**src/hw/rtl/itm_pkg.sv**
```systemverilog
// Shared constants, types and control structs of the interval throughput meter.
package itm_pkg;

    localparam longint unsigned TICKS_PER_SECOND = 64'd1000000;
    localparam int MAX_REPORTS = 64;

    localparam int TIME_W    = 48;
    localparam int BYTE_W    = 40;
    localparam int PKT_W     = 32;
    localparam int IVL_W     = 32;
    localparam int LEN_W     = 16;
    localparam int CFG_W     = 32;
    localparam int CFG_IDX_W = 2;

    localparam int TPS_W   = $clog2(TICKS_PER_SECOND + 64'd1);
    localparam int PROD_W  = BYTE_W + 3 + TPS_W;
    localparam int DIV_W   = (PROD_W > TIME_W) ? PROD_W : TIME_W;
    localparam int QEXT_W  = (DIV_W > TIME_W + 1) ? DIV_W : TIME_W + 1;
    localparam int DCNT_W  = $clog2(DIV_W);
    localparam int NRES_W  = $clog2(MAX_REPORTS + 1);
    localparam int SPAN_W  = IVL_W + $clog2(MAX_REPORTS + 2);
    localparam int BSUM_W  = ((TIME_W > SPAN_W) ? TIME_W : SPAN_W) + 1;

    localparam logic [IVL_W-1:0] IVL_RESET   = IVL_W'(1000000);
    localparam logic [PKT_W-1:0] LIMIT_RESET = PKT_W'(100);
    localparam logic             ZMODE_RESET = 1'b1;

    localparam logic [TIME_W-1:0] RATE_MAX = {TIME_W{1'b1}};

    localparam logic CMD_PACKET = 1'b0;
    localparam logic CMD_FINISH = 1'b1;

    typedef enum logic [CFG_IDX_W-1:0] {
        CFG_INTERVAL = 2'd0,
        CFG_LIMIT    = 2'd1,
        CFG_ZMODE    = 2'd2
    } cfg_idx_t;

    typedef enum logic [1:0] {
        END_NOW   = 2'd0,
        END_BND   = 2'd1,
        END_CATCH = 2'd2
    } end_sel_t;

    typedef struct packed {
        logic     accept;
        logic     add_bytes;
        logic     eval_cut;
        logic     load_end;
        end_sel_t end_sel;
        logic     rate_start;
        logic     jump_start;
        logic     div_step;
        logic     rep_commit;
        logic     jump_commit;
        logic     push;
        logic     push_last;
    } itm_cmd_t;

    typedef struct packed {
        logic cmd;
        logic zmode;
        logic limit_hit;
        logic bnd_le;
        logic bnd_lt;
        logic last_lt_now;
        logic cap_pkt;
        logic cap_fin;
        logic need_div;
        logic div_last;
        logic out_free;
        logic cut;
        logic ivl_zero;
    } itm_sts_t;

endpackage

```
**src/hw/rtl/itm_div.sv**
```systemverilog
// Restoring divider, one quotient bit per step, shared by rate and boundary jump.
module itm_div (
    input  logic                      clk,
    input  logic                      rst_n,
    input  logic                      load,
    input  logic                      step,
    input  logic [itm_pkg::DIV_W-1:0]  dividend,
    input  logic [itm_pkg::TIME_W-1:0] divisor,
    output logic [itm_pkg::DIV_W-1:0]  quotient,
    output logic [itm_pkg::TIME_W-1:0] remainder,
    output logic                      last_step
);

    logic [itm_pkg::TIME_W-1:0] rem_reg;
    logic [itm_pkg::TIME_W-1:0] rem_next;
    logic [itm_pkg::DIV_W-1:0]  dvd_reg;
    logic [itm_pkg::DIV_W-1:0]  dvd_next;
    logic [itm_pkg::TIME_W-1:0] dsr_reg;
    logic [itm_pkg::DCNT_W-1:0] cnt_reg;
    logic [itm_pkg::TIME_W:0]   shifted;
    logic [itm_pkg::TIME_W:0]   sub;
    logic                      ge;

    assign shifted   = {rem_reg, dvd_reg[itm_pkg::DIV_W-1]};
    assign sub       = shifted - {1'b0, dsr_reg};
    assign ge        = shifted >= {1'b0, dsr_reg};
    assign rem_next  = ge ? sub[itm_pkg::TIME_W-1:0] : shifted[itm_pkg::TIME_W-1:0];
    assign dvd_next  = {dvd_reg[itm_pkg::DIV_W-2:0], ge};
    assign last_step = cnt_reg == itm_pkg::DCNT_W'(itm_pkg::DIV_W - 1);
    assign quotient  = dvd_reg;
    assign remainder = rem_reg;

    always_ff @(posedge clk or negedge rst_n)
    begin
        if (!rst_n)
        begin
            cnt_reg <= '0;
        end
        else if (load)
        begin
            cnt_reg <= '0;
        end
        else if (step)
        begin
            cnt_reg <= cnt_reg + 1'b1;
        end
    end

    always_ff @(posedge clk)
    begin
        if (load)
        begin
            rem_reg <= '0;
            dvd_reg <= dividend;
            dsr_reg <= divisor;
        end
        else if (step)
        begin
            rem_reg <= rem_next;
            dvd_reg <= dvd_next;
        end
    end

endmodule

```
**src/hw/rtl/itm_dpath.sv**
```systemverilog
// Datapath: configuration, counters, report time, rate division and output word register.
module itm_dpath (
    input  logic                         clk,
    input  logic                         rst_n,
    input  logic                         cfg_wr_en,
    input  logic [itm_pkg::CFG_IDX_W-1:0] cfg_index,
    input  logic [itm_pkg::CFG_W-1:0]     cfg_data,
    input  logic                         command,
    input  logic [itm_pkg::TIME_W-1:0]    now_time,
    input  logic [itm_pkg::LEN_W-1:0]     packet_bytes,
    input  logic                         out_stall,
    output logic                         out_valid,
    output logic [itm_pkg::TIME_W-1:0]    report_time,
    output logic [itm_pkg::TIME_W-1:0]    rate_bps,
    output logic                         last,
    output logic                         zeros_dropped,
    input  itm_pkg::itm_cmd_t             ctl,
    output itm_pkg::itm_sts_t             sts
);

    logic [itm_pkg::IVL_W-1:0]  interval_reg;
    logic [itm_pkg::PKT_W-1:0]  limit_reg;
    logic                      zmode_reg;
    logic [itm_pkg::SPAN_W-1:0] span_pkt_reg;
    logic [itm_pkg::SPAN_W-1:0] span_fin_reg;

    logic [itm_pkg::BYTE_W-1:0] byte_reg;
    logic [itm_pkg::PKT_W-1:0]  pkt_reg;
    logic [itm_pkg::TIME_W-1:0] last_time_reg;
    logic [itm_pkg::NRES_W-1:0] nres_reg;
    logic                      cut_reg;

    logic                      cmd_reg;
    logic [itm_pkg::TIME_W-1:0] now_reg;
    logic [itm_pkg::LEN_W-1:0]  len_reg;
    logic [itm_pkg::TIME_W-1:0] end_reg;
    logic [itm_pkg::TIME_W-1:0] end_next;
    logic                      nz_reg;
    logic                      gz_reg;
    logic [itm_pkg::TIME_W-1:0] rate_pend_reg;

    logic                      out_valid_reg;
    logic [itm_pkg::TIME_W-1:0] report_time_reg;
    logic [itm_pkg::TIME_W-1:0] rate_reg;
    logic                      last_reg;
    logic                      zd_reg;

    logic [itm_pkg::BSUM_W-1:0] bnd;
    logic [itm_pkg::BSUM_W-1:0] now_ext;
    logic [itm_pkg::BSUM_W-1:0] cut_sum;
    logic [itm_pkg::SPAN_W-1:0] span_sel;
    logic                      cut_cond;
    logic [itm_pkg::BYTE_W:0]   byte_sum;
    logic [itm_pkg::BYTE_W-1:0] byte_add;
    logic [itm_pkg::TIME_W-1:0] gap;
    logic                      gap_zero;
    logic                      bytes_nz;
    logic [itm_pkg::PROD_W-1:0] product;
    logic [itm_pkg::TIME_W-1:0] jump_diff;
    logic [itm_pkg::TIME_W-1:0] jump_last;
    logic [itm_pkg::DIV_W-1:0]  div_dividend;
    logic [itm_pkg::TIME_W-1:0] div_divisor;
    logic [itm_pkg::DIV_W-1:0]  quotient;
    logic [itm_pkg::TIME_W-1:0] remainder;
    logic                      div_last;
    logic [itm_pkg::QEXT_W-1:0] q_ext;
    logic                      q_sat;
    logic [itm_pkg::TIME_W-1:0] rate_val;
    logic                      out_free;

    assign now_ext  = itm_pkg::BSUM_W'(now_reg);
    assign bnd      = itm_pkg::BSUM_W'(last_time_reg) + itm_pkg::BSUM_W'(interval_reg);
    assign span_sel = (cmd_reg == itm_pkg::CMD_FINISH) ? span_fin_reg : span_pkt_reg;
    assign cut_sum  = itm_pkg::BSUM_W'(last_time_reg) + itm_pkg::BSUM_W'(span_sel);
    assign cut_cond = zmode_reg && ((cmd_reg == itm_pkg::CMD_FINISH) ? (cut_sum < now_ext)
                                                                      : (cut_sum <= now_ext));

    assign byte_sum = (itm_pkg::BYTE_W + 1)'(byte_reg) + (itm_pkg::BYTE_W + 1)'(len_reg);
    assign byte_add = byte_sum[itm_pkg::BYTE_W] ? {itm_pkg::BYTE_W{1'b1}}
                                                : byte_sum[itm_pkg::BYTE_W-1:0];

    always_comb
    begin
        case (ctl.end_sel)
            itm_pkg::END_NOW:   end_next = now_reg;
            itm_pkg::END_BND:   end_next = bnd[itm_pkg::TIME_W-1:0];
            itm_pkg::END_CATCH: end_next = now_reg - itm_pkg::TIME_W'(interval_reg);
            default:            end_next = now_reg;
        endcase
    end

    assign gap      = (end_reg > last_time_reg) ? (end_reg - last_time_reg) : '0;
    assign gap_zero = gap == '0;
    assign bytes_nz = byte_reg != '0;
    assign product  = itm_pkg::PROD_W'({byte_reg, 3'b000})
                    * itm_pkg::PROD_W'(itm_pkg::TICKS_PER_SECOND);

    assign jump_diff    = now_reg - last_time_reg - itm_pkg::TIME_W'(cmd_reg);
    assign jump_last    = now_reg - itm_pkg::TIME_W'(cmd_reg) - remainder;
    assign div_dividend = ctl.jump_start ? itm_pkg::DIV_W'(jump_diff)
                                         : itm_pkg::DIV_W'(product);
    assign div_divisor  = ctl.jump_start ? itm_pkg::TIME_W'(interval_reg) : gap;

    itm_div u_div (
        .clk       (clk),
        .rst_n     (rst_n),
        .load      (ctl.rate_start | ctl.jump_start),
        .step      (ctl.div_step),
        .dividend  (div_dividend),
        .divisor   (div_divisor),
        .quotient  (quotient),
        .remainder (remainder),
        .last_step (div_last)
    );

    assign q_ext    = itm_pkg::QEXT_W'(quotient);
    assign q_sat    = |q_ext[itm_pkg::QEXT_W-1:itm_pkg::TIME_W];
    assign rate_val = !nz_reg ? '0
                    : (gz_reg || q_sat) ? itm_pkg::RATE_MAX
                    : q_ext[itm_pkg::TIME_W-1:0];

    assign out_free = !out_valid_reg || !out_stall;

    assign sts.cmd         = cmd_reg;
    assign sts.zmode       = zmode_reg;
    assign sts.limit_hit   = pkt_reg >= limit_reg;
    assign sts.bnd_le      = bnd <= now_ext;
    assign sts.bnd_lt      = bnd < now_ext;
    assign sts.last_lt_now = last_time_reg < now_reg;
    assign sts.cap_pkt     = nres_reg == itm_pkg::NRES_W'(itm_pkg::MAX_REPORTS);
    assign sts.cap_fin     = nres_reg == itm_pkg::NRES_W'(itm_pkg::MAX_REPORTS - 1);
    assign sts.need_div    = bytes_nz && !gap_zero;
    assign sts.div_last    = div_last;
    assign sts.out_free    = out_free;
    assign sts.cut         = cut_reg;
    assign sts.ivl_zero    = interval_reg == '0;

    always_ff @(posedge clk or negedge rst_n)
    begin
        if (!rst_n)
        begin
            interval_reg  <= itm_pkg::IVL_RESET;
            limit_reg     <= itm_pkg::LIMIT_RESET;
            zmode_reg     <= itm_pkg::ZMODE_RESET;
            byte_reg      <= '0;
            pkt_reg       <= '0;
            last_time_reg <= '0;
            nres_reg      <= '0;
            cut_reg       <= 1'b0;
            out_valid_reg <= 1'b0;
        end
        else
        begin
            if (cfg_wr_en)
            begin
                case (itm_pkg::cfg_idx_t'(cfg_index))
                    itm_pkg::CFG_INTERVAL: interval_reg <= cfg_data[itm_pkg::IVL_W-1:0];
                    itm_pkg::CFG_LIMIT:    limit_reg    <= cfg_data[itm_pkg::PKT_W-1:0];
                    itm_pkg::CFG_ZMODE:    zmode_reg    <= cfg_data[0];
                    default:               ;
                endcase
            end
            if (ctl.accept)
            begin
                if (command == itm_pkg::CMD_PACKET && pkt_reg != {itm_pkg::PKT_W{1'b1}})
                begin
                    pkt_reg <= pkt_reg + 1'b1;
                end
                nres_reg <= '0;
                cut_reg  <= 1'b0;
            end
            if (ctl.add_bytes)
            begin
                byte_reg <= byte_add;
            end
            if (ctl.eval_cut)
            begin
                cut_reg <= cut_cond;
            end
            if (ctl.rep_commit)
            begin
                if (nz_reg)
                begin
                    byte_reg <= '0;
                    pkt_reg  <= '0;
                end
                last_time_reg <= end_reg;
                nres_reg      <= nres_reg + 1'b1;
            end
            if (ctl.jump_commit)
            begin
                last_time_reg <= jump_last;
            end
            if (ctl.push)
            begin
                out_valid_reg <= 1'b1;
            end
            else if (!out_stall)
            begin
                out_valid_reg <= 1'b0;
            end
        end
    end

    always_ff @(posedge clk)
    begin
        span_pkt_reg <= itm_pkg::SPAN_W'(interval_reg)
                      * itm_pkg::SPAN_W'(itm_pkg::MAX_REPORTS + 1);
        span_fin_reg <= itm_pkg::SPAN_W'(interval_reg)
                      * itm_pkg::SPAN_W'(itm_pkg::MAX_REPORTS);
        if (ctl.accept)
        begin
            cmd_reg <= command;
            now_reg <= now_time;
            len_reg <= packet_bytes;
        end
        if (ctl.load_end)
        begin
            end_reg <= end_next;
        end
        if (ctl.rate_start)
        begin
            nz_reg <= bytes_nz;
            gz_reg <= gap_zero;
        end
        if (ctl.rep_commit)
        begin
            rate_pend_reg <= rate_val;
        end
        if (ctl.push)
        begin
            report_time_reg <= end_reg;
            rate_reg        <= rate_pend_reg;
            last_reg        <= ctl.push_last;
            zd_reg          <= cut_reg;
        end
    end

    assign out_valid     = out_valid_reg;
    assign report_time   = report_time_reg;
    assign rate_bps      = rate_reg;
    assign last          = last_reg;
    assign zeros_dropped = zd_reg;

`ifndef SYNTHESIS
    a_nres_cap: assert property (@(posedge clk) disable iff (!rst_n)
        nres_reg <= itm_pkg::NRES_W'(itm_pkg::MAX_REPORTS))
        else $error("result count past cap");

    a_push_free: assert property (@(posedge clk) disable iff (!rst_n)
        ctl.push |-> out_free)
        else $error("word pushed over a held output word");

    a_report_clears: assert property (@(posedge clk) disable iff (!rst_n)
        (ctl.rep_commit && nz_reg) |=> (byte_reg == '0 && pkt_reg == '0))
        else $error("counters not cleared by a report with bytes");
`endif

endmodule

```
**src/hw/rtl/itm_ctrl.sv**
```systemverilog
// Controller: sequences evaluation, report runs, divisions, boundary jump and output pushes.
module itm_ctrl (
    input  logic             clk,
    input  logic             rst_n,
    input  logic             in_valid,
    output logic             in_stall,
    input  itm_pkg::itm_sts_t sts,
    output itm_pkg::itm_cmd_t ctl
);

    typedef enum logic [8:0] {
        S_IDLE   = 9'b000000001,
        S_EVAL   = 9'b000000010,
        S_RSTART = 9'b000000100,
        S_DIV    = 9'b000001000,
        S_REND   = 9'b000010000,
        S_NEXT   = 9'b000100000,
        S_JSTART = 9'b001000000,
        S_JDIV   = 9'b010000000,
        S_JEND   = 9'b100000000
    } state_t;

    typedef enum logic [2:0] {
        K_LIMIT  = 3'd0,
        K_STEP_P = 3'd1,
        K_CATCH  = 3'd2,
        K_STEP_F = 3'd3,
        K_FINAL  = 3'd4
    } kind_t;

    state_t state_reg;
    state_t state_next;
    kind_t  kind_reg;
    kind_t  kind_next;
    logic   more_pkt;
    logic   more_fin;
    logic   do_jump;

    assign more_pkt = sts.bnd_le && (!sts.zmode || !sts.cap_pkt);
    assign more_fin = sts.zmode && sts.bnd_lt && !sts.cap_fin;
    assign do_jump  = sts.cut && !sts.ivl_zero;
    assign in_stall = state_reg != S_IDLE;

    always_comb
    begin
        ctl         = '0;
        ctl.end_sel = itm_pkg::END_NOW;
        state_next  = state_reg;
        kind_next   = kind_reg;
        case (state_reg)
            S_IDLE:
            begin
                if (in_valid)
                begin
                    ctl.accept = 1'b1;
                    state_next = S_EVAL;
                end
            end
            S_EVAL:
            begin
                if (sts.cmd == itm_pkg::CMD_PACKET)
                begin
                    if (sts.limit_hit)
                    begin
                        ctl.add_bytes = 1'b1;
                        ctl.load_end  = 1'b1;
                        kind_next     = K_LIMIT;
                        state_next    = S_RSTART;
                    end
                    else if (sts.bnd_le)
                    begin
                        ctl.load_end = 1'b1;
                        ctl.end_sel  = itm_pkg::END_BND;
                        ctl.eval_cut = 1'b1;
                        kind_next    = K_STEP_P;
                        state_next   = S_RSTART;
                    end
                    else
                    begin
                        ctl.add_bytes = 1'b1;
                        state_next    = S_IDLE;
                    end
                end
                else if (sts.last_lt_now)
                begin
                    ctl.load_end = 1'b1;
                    state_next   = S_RSTART;
                    if (sts.bnd_lt)
                    begin
                        ctl.end_sel  = itm_pkg::END_BND;
                        ctl.eval_cut = 1'b1;
                        kind_next    = K_STEP_F;
                    end
                    else
                    begin
                        kind_next = K_FINAL;
                    end
                end
                else
                begin
                    state_next = S_IDLE;
                end
            end
            S_RSTART:
            begin
                ctl.rate_start = 1'b1;
                state_next     = sts.need_div ? S_DIV : S_REND;
            end
            S_DIV:
            begin
                ctl.div_step = 1'b1;
                if (sts.div_last)
                begin
                    state_next = S_REND;
                end
            end
            S_REND:
            begin
                ctl.rep_commit = 1'b1;
                state_next     = S_NEXT;
            end
            S_NEXT:
            begin
                if (sts.out_free)
                begin
                    ctl.push = 1'b1;
                    case (kind_reg)
                        K_STEP_P:
                        begin
                            if (more_pkt)
                            begin
                                ctl.load_end = 1'b1;
                                state_next   = S_RSTART;
                                if (sts.zmode)
                                begin
                                    ctl.end_sel = itm_pkg::END_BND;
                                    kind_next   = K_STEP_P;
                                end
                                else
                                begin
                                    ctl.end_sel = itm_pkg::END_CATCH;
                                    kind_next   = K_CATCH;
                                end
                            end
                            else
                            begin
                                ctl.push_last = 1'b1;
                                if (do_jump)
                                begin
                                    state_next = S_JSTART;
                                end
                                else
                                begin
                                    ctl.add_bytes = 1'b1;
                                    state_next    = S_IDLE;
                                end
                            end
                        end
                        K_STEP_F:
                        begin
                            if (more_fin)
                            begin
                                ctl.load_end = 1'b1;
                                ctl.end_sel  = itm_pkg::END_BND;
                                kind_next    = K_STEP_F;
                                state_next   = S_RSTART;
                            end
                            else if (do_jump)
                            begin
                                state_next = S_JSTART;
                            end
                            else
                            begin
                                ctl.load_end = 1'b1;
                                kind_next    = K_FINAL;
                                state_next   = S_RSTART;
                            end
                        end
                        K_CATCH:
                        begin
                            ctl.push_last = 1'b1;
                            ctl.add_bytes = 1'b1;
                            state_next    = S_IDLE;
                        end
                        default:
                        begin
                            ctl.push_last = 1'b1;
                            state_next    = S_IDLE;
                        end
                    endcase
                end
            end
            S_JSTART:
            begin
                ctl.jump_start = 1'b1;
                state_next     = S_JDIV;
            end
            S_JDIV:
            begin
                ctl.div_step = 1'b1;
                if (sts.div_last)
                begin
                    state_next = S_JEND;
                end
            end
            S_JEND:
            begin
                ctl.jump_commit = 1'b1;
                if (sts.cmd == itm_pkg::CMD_PACKET)
                begin
                    ctl.add_bytes = 1'b1;
                    state_next    = S_IDLE;
                end
                else
                begin
                    ctl.load_end = 1'b1;
                    kind_next    = K_FINAL;
                    state_next   = S_RSTART;
                end
            end
            default:
            begin
                state_next = S_IDLE;
            end
        endcase
    end

    always_ff @(posedge clk or negedge rst_n)
    begin
        if (!rst_n)
        begin
            state_reg <= S_IDLE;
            kind_reg  <= K_FINAL;
        end
        else
        begin
            state_reg <= state_next;
            kind_reg  <= kind_next;
        end
    end

endmodule

```
**src/hw/rtl/interval_throughput_meter.sv**
```systemverilog
// Top level of the interval throughput meter: controller plus datapath.
//
//   channel   handshake            payload
//   in        in_valid / in_stall  command, now_time, packet_bytes
//   out       out_valid / out_stall report_time, rate_bps, last, zeros_dropped
//   cfg       cfg_wr_en            cfg_index, cfg_data
//
// A packet that makes no report, or a finish with nothing to flush, only passes through evaluation.
// A report holding bytes over a nonzero gap runs the divider (63 divider steps), any other
// report skips it; a cut zero run adds a boundary jump, which also runs the divider.
// One word at a time is in work; the divider is the shared unit that sets the rate.
// Reset clears counters, last report time and config to defaults; no clearing pass.
// A stalled output holds its word; the next report waits in the datapath until taken.
module interval_throughput_meter (
    input  logic                         clk,
    input  logic                         rst_n,
    input  logic                         cfg_wr_en,
    input  logic [itm_pkg::CFG_IDX_W-1:0] cfg_index,
    input  logic [itm_pkg::CFG_W-1:0]     cfg_data,
    input  logic                         in_valid,
    output logic                         in_stall,
    input  logic                         command,
    input  logic [itm_pkg::TIME_W-1:0]    now_time,
    input  logic [itm_pkg::LEN_W-1:0]     packet_bytes,
    output logic                         out_valid,
    input  logic                         out_stall,
    output logic [itm_pkg::TIME_W-1:0]    report_time,
    output logic [itm_pkg::TIME_W-1:0]    rate_bps,
    output logic                         last,
    output logic                         zeros_dropped
);

    itm_pkg::itm_cmd_t ctl;
    itm_pkg::itm_sts_t sts;

    itm_ctrl u_ctrl (
        .clk      (clk),
        .rst_n    (rst_n),
        .in_valid (in_valid),
        .in_stall (in_stall),
        .sts      (sts),
        .ctl      (ctl)
    );

    itm_dpath u_dpath (
        .clk           (clk),
        .rst_n         (rst_n),
        .cfg_wr_en     (cfg_wr_en),
        .cfg_index     (cfg_index),
        .cfg_data      (cfg_data),
        .command       (command),
        .now_time      (now_time),
        .packet_bytes  (packet_bytes),
        .out_stall     (out_stall),
        .out_valid     (out_valid),
        .report_time   (report_time),
        .rate_bps      (rate_bps),
        .last          (last),
        .zeros_dropped (zeros_dropped),
        .ctl           (ctl),
        .sts           (sts)
    );

endmodule
```
**config.mk**
```make
export PLATFORM = sky130hd
export DESIGN_NAME = interval_throughput_meter
export DESIGN_NICKNAME = d
export VERILOG_FILES = /design/src/hw/rtl/itm_pkg.sv /design/src/hw/rtl/itm_div.sv /design/src/hw/rtl/itm_dpath.sv /design/src/hw/rtl/itm_ctrl.sv /design/src/hw/rtl/interval_throughput_meter.sv
export SDC_FILE = /design/constraint.sdc
export NUM_CORES = 2
export LEC_CHECK = 0
export BUFFER_PORTS_ARGS = -buffer_cell sky130_fd_sc_hd__buf_2
export CORE_MARGIN = 4
export CORE_UTILIZATION = 47
export CTS_CLUSTER_DIAMETER = 100
export DETAILED_ROUTE_END_ITERATION = 8
export PLACE_DENSITY = 0.69
export RECOVER_POWER = 25
export SLEW_MARGIN = 20
export SYNTH_ARGS = -nofsm -noshare
export SYNTH_HDL_FRONTEND = slang
export SYNTH_HIERARCHICAL = 1
export SYNTH_SLANG_ARGS = --single-unit
export TNS_END_PERCENT = 50
```
**constraint.sdc**
```tcl
create_clock -name clk -period 17.8 [get_ports clk]
set_input_delay 1.78 -clock clk [delete_from_list [all_inputs] [get_ports clk]]
set_output_delay 1.78 -clock clk [all_outputs]
set_load 0.005 [all_outputs]
```
==> results.md <==
Drt:
- Once detail routing completed, the nets flagged for antenna violations numbered 0.
- Summing over every cut layer, the via total after detailed routing is 52800.
- The detailed router finished its first iteration with 5804 violations.
- Summed over all layers, the routed wires come to 209000 um.
- The average wire length per cell after detail routing is 24.1 um.
- The total met3 wirelength after detailed routing is 18700 um.
- After detailed routing, no signal wire sits above met5.
- The iteration count of the initial detailed-routing pass is 6.
- Using the TritonRoute via totals, the vias-per-cell ratio works out to 6.11.
- The routed design uses 87900 um of met2 wire.
- In the final routing, the length of wire on met1 measures 91400 um.
- The DRC violation count after routing is 0.

Timing:
- After layout, the worst setup slack is 8.19 ns.
- The count of endpoints failing setup in the final report is 0.
- The actual slew at the worst max-slew pin is 6.30 ns.
- The final count of hold timing violations is 0.
- The share of the cycle needed by the critical path after routing is 54.0%.
- The clock period could shrink to 9.61 ns.
- The headroom to the max-slew limit is -320%.
- Summed over all failing endpoints, the final setup total negative slack is 0 ns.
- The upper clock frequency limit is 0.104 GHz.
- For the final database, setup skew stands at 0.0461 ns.
- The max-slew violation count is 158.
- Setup repair after global routing left no endpoint under its margin.

Logic synthesis:
- During synthesis, Yosys emitted a total of 6 warnings.
- The number of enable flip-flop cells after synthesis is 372.
- In this run, distinct cell masters in the synthesized netlist total 117.
- The sequential fraction of the synthesis area is 30.0%.
- The commonest register cell after synthesis is edfxtp_1.
- In this run the mean area of a mapped cell was 9.34 um^2.
- In this run, synthesis produced a sequential element count of 697.
- The async set or reset register ratio after synthesis is 30.4%.
- The number of nets handed over by synthesis was 7844.
- The cell area after technology mapping is 62600 um^2.
- After technology mapping, the gate count stands at 6701.

Setup path:
- The maximum single-stage delay on the critical path is 0.64 ns.
- The number of gates on the worst path with buffers counted is 36.
- The element type at the critical path start is a flop.
- The family of cells with the greatest summed delay on the critical path is compound AO/OA/AOI/OAI gates.
- The type of the worst setup path is reg2reg.
- Of all nets on the critical path, the largest fanout is 21.
- Among all stages on the critical path, the largest delay is contributed by a21oi_1.
- STA puts the critical path data arrival time at 10.16 ns.
- The worst path required time is 18.35 ns.
- The kind of end point of the critical path is a flop.
- Together, buffers and inverters on the worst path number 2.
- The cell that appears most often on the critical path is a21oi_1.
- The worst register-to-register path has a depth of 36.

Clock tree:
- The number of clock buffers inserted by TritonCTS is 83.
- In this run the number of H-tree levels came out at 3.
- TritonCTS built the clock tree.
- Clock-pin slew was measured on the worst setup and hold paths at 0.06 ns.
- The quantity of gates resized following cts is 0.
- For the worst-skew pair, the clock arrives at the later sink with an insertion delay of 0.72 ns.
- The tree is rooted in a clkbuf_16.
- Buffers added to address setup during post-CTS repair amount to 0.
- The longest clock path from root to sink contains 3 buffers.
- For this design, the sink count on the clock tree is 697.
- The post-cts hold buffer count is 0.

Floorplan:
- The floorplan step set the die width to 373 um.
- The initial core utilization is 47.4%.
- The area of the die is 139000 um^2.
- The vertical extent of the die is 373 um.
- In this run the standard cell core region covers 132000 um^2.
- In this run the count of I/O pins placed on the die edge is 204.
- Row generation in the floorplan step produced 133 rows.

Cells and area:
- The layout has 12100 filler cells.
- The area growth from synthesis to layout is 8.62%.
- The flip-flop count of the largest register, all copies and words added is 63.
- The share of post-route cells with drive strength above 1 is 8.66%.
- The number of nets in the layout is 7964.
- The cell area after layout is 68000 um^2.
- Once layout is complete, the utilization of the core stands at 51.5%.

Hold path:
- The class of the worst hold path is reg2reg.
- The cell depth of the worst hold path is 0.

GRT:
- The initial antenna violation count is 15.
- Global routing finished with a remaining overflow of 0.
- The first global-routing pass estimated 313000 um of wire.
- The number of global-route vias before repair came to 51100.
- The maximum number of pins on one net before global-route repair is 109.
- Global routing used 29.2% of the available tracks.

Status:
- The run finished, with violations left.
- The checks that failed: capacitance limit, slew limit.

Run:
- Max-cap violations in this run came to 2.

Placement:
- The half-perimeter wire length after placement is 168000 um.
- The total placed instance area is 65300 um^2.
- Routability-driven placement finished with a final weighted congestion of 1.02.
- The count of input and output buffers is 203.
- The worst setup slack before clock tree synthesis is 8.52 ns.
-- through the flow --
step                cells  hold WS (ns)
floorplan            6701         0.400
global placement     8491         0.405
detailed placement   8491         0.405
CTS                  8645         0.415
global route         8645         0.427
finish               8648         0.417
-- metal layers --
layer,GRT usage [%],vias up
li1,-,24300
met1,41.6,25800
met2,43.6,2372
met3,4.40,384
met4,13.6,4
met5,0,-
-- worst paths after layout --
check	slack (ns)	start	to
min reg2reg	0.42	u_dpath/rate_pend_reg[11]$_SDFFCE_PN0P_	u_dpath/rate_bps[11]$_DFFE_PP_
min	0.42	u_dpath/rate_pend_reg[11]$_SDFFCE_PN0P_	u_dpath/rate_bps[11]$_DFFE_PP_
min in group asynchronous	3.43	rst_n	u_dpath/pkt_reg[15]$_DFF_PN0_
max	8.19	u_dpath/interval_reg[0]$_DFFE_PN0P_	u_dpath/byte_reg[35]$_DFF_PN0_
max reg2reg	8.19	u_dpath/interval_reg[0]$_DFFE_PN0P_	u_dpath/byte_reg[35]$_DFF_PN0_
max in group asynchronous	10.29	rst_n	u_dpath/last_time_reg[45]$_DFFE_PN0P_
-- cells in the final DEF, fill, tap and decap left out, drive strengths merged, types with 199 or more instances in the layout --
master / netlist / final
nor2: 424 / 424
nand2: 415 / 415
buf: 38 / 232
edfxtp: 372 / 372
ha: 830 / 830
dfrtp: 199 / 199
o21ai: 363 / 363
a21oi: 479 / 479
xnor2: 260 / 260
inv: 750 / 760
fa: 209 / 209
a21o: 213 / 213
-- kinds of logic after synthesis --
family                   Yosys count  share of synthesized area [%]
AND/OR/NAND/NOR                 1623                           12.9
flip-flops                       697                           30.0
buffers and inverters            954                           5.86
adder cells (fa/ha/maj)         1039                           23.3
XOR/XNOR                         402                           5.62
AO/OA/AOI/OAI                   1763                           18.5
multiplexers                     223                           3.85
-- Yosys cell counts, types with 13 or more instances --
cell type,count,area share (%)
o21bai_1,68,0.82
xnor2_1,260,3.6
edfxtp_1,372,18
a21o_1,212,2.5
o22ai_1,18,0.18
dfxtp_1,113,3.6
nand3_1,122,0.98
dfrtp_1,199,8.0
ha_1,830,17
clkbuf_1,164,0.98
buf_1,18,0.11
or2_2,14,0.14
and2_1,30,0.30
a31oi_1,44,0.44
a311oi_1,13,0.18
a211oi_1,95,1.1
o211ai_1,39,0.47
dfstp_2,13,0.55
o31ai_1,64,0.77
nand4_1,107,1.1
or3_1,52,0.52
nand3b_1,14,0.17
and3_1,52,0.52
o21a_1,122,1.5
a221o_1,17,0.27
a221oi_1,39,0.55
xor2_1,142,2.0
nand2b_1,80,0.80
nor3b_1,15,0.18
o21ai_0,338,2.7
mux2_2,135,2.4
a21boi_0,13,0.16
a21oi_1,473,3.8
nand2_1,414,2.5
inv_1,749,4.5
fa_1,209,6.7
nor2_1,422,2.5
and4_1,17,0.24
nor4_1,41,0.41
nor2b_1,85,0.85
mux2i_1,86,1.4
nor3_1,102,0.82
o21ai_1,22,0.18
-- layout make-up --
type / count / area [um^2] / area share, %
inverter: 751 / 2820 / 4.15
multi-input combinational: 5050 / 40200 / 59.2
clock buffer: 106 / 2270 / 3.33
sequential: 697 / 18800 / 27.6
timing repair buffer: 238 / 1280 / 1.88
tap: 1755 / 2200 / 3.23
antenna: 3 / 7.51 / 0.0110
clock inverter: 48 / 438 / 0.644
Power is not shown: default switching activity piles up to over one toggle a cycle in this logic, so the estimate is an artifact.
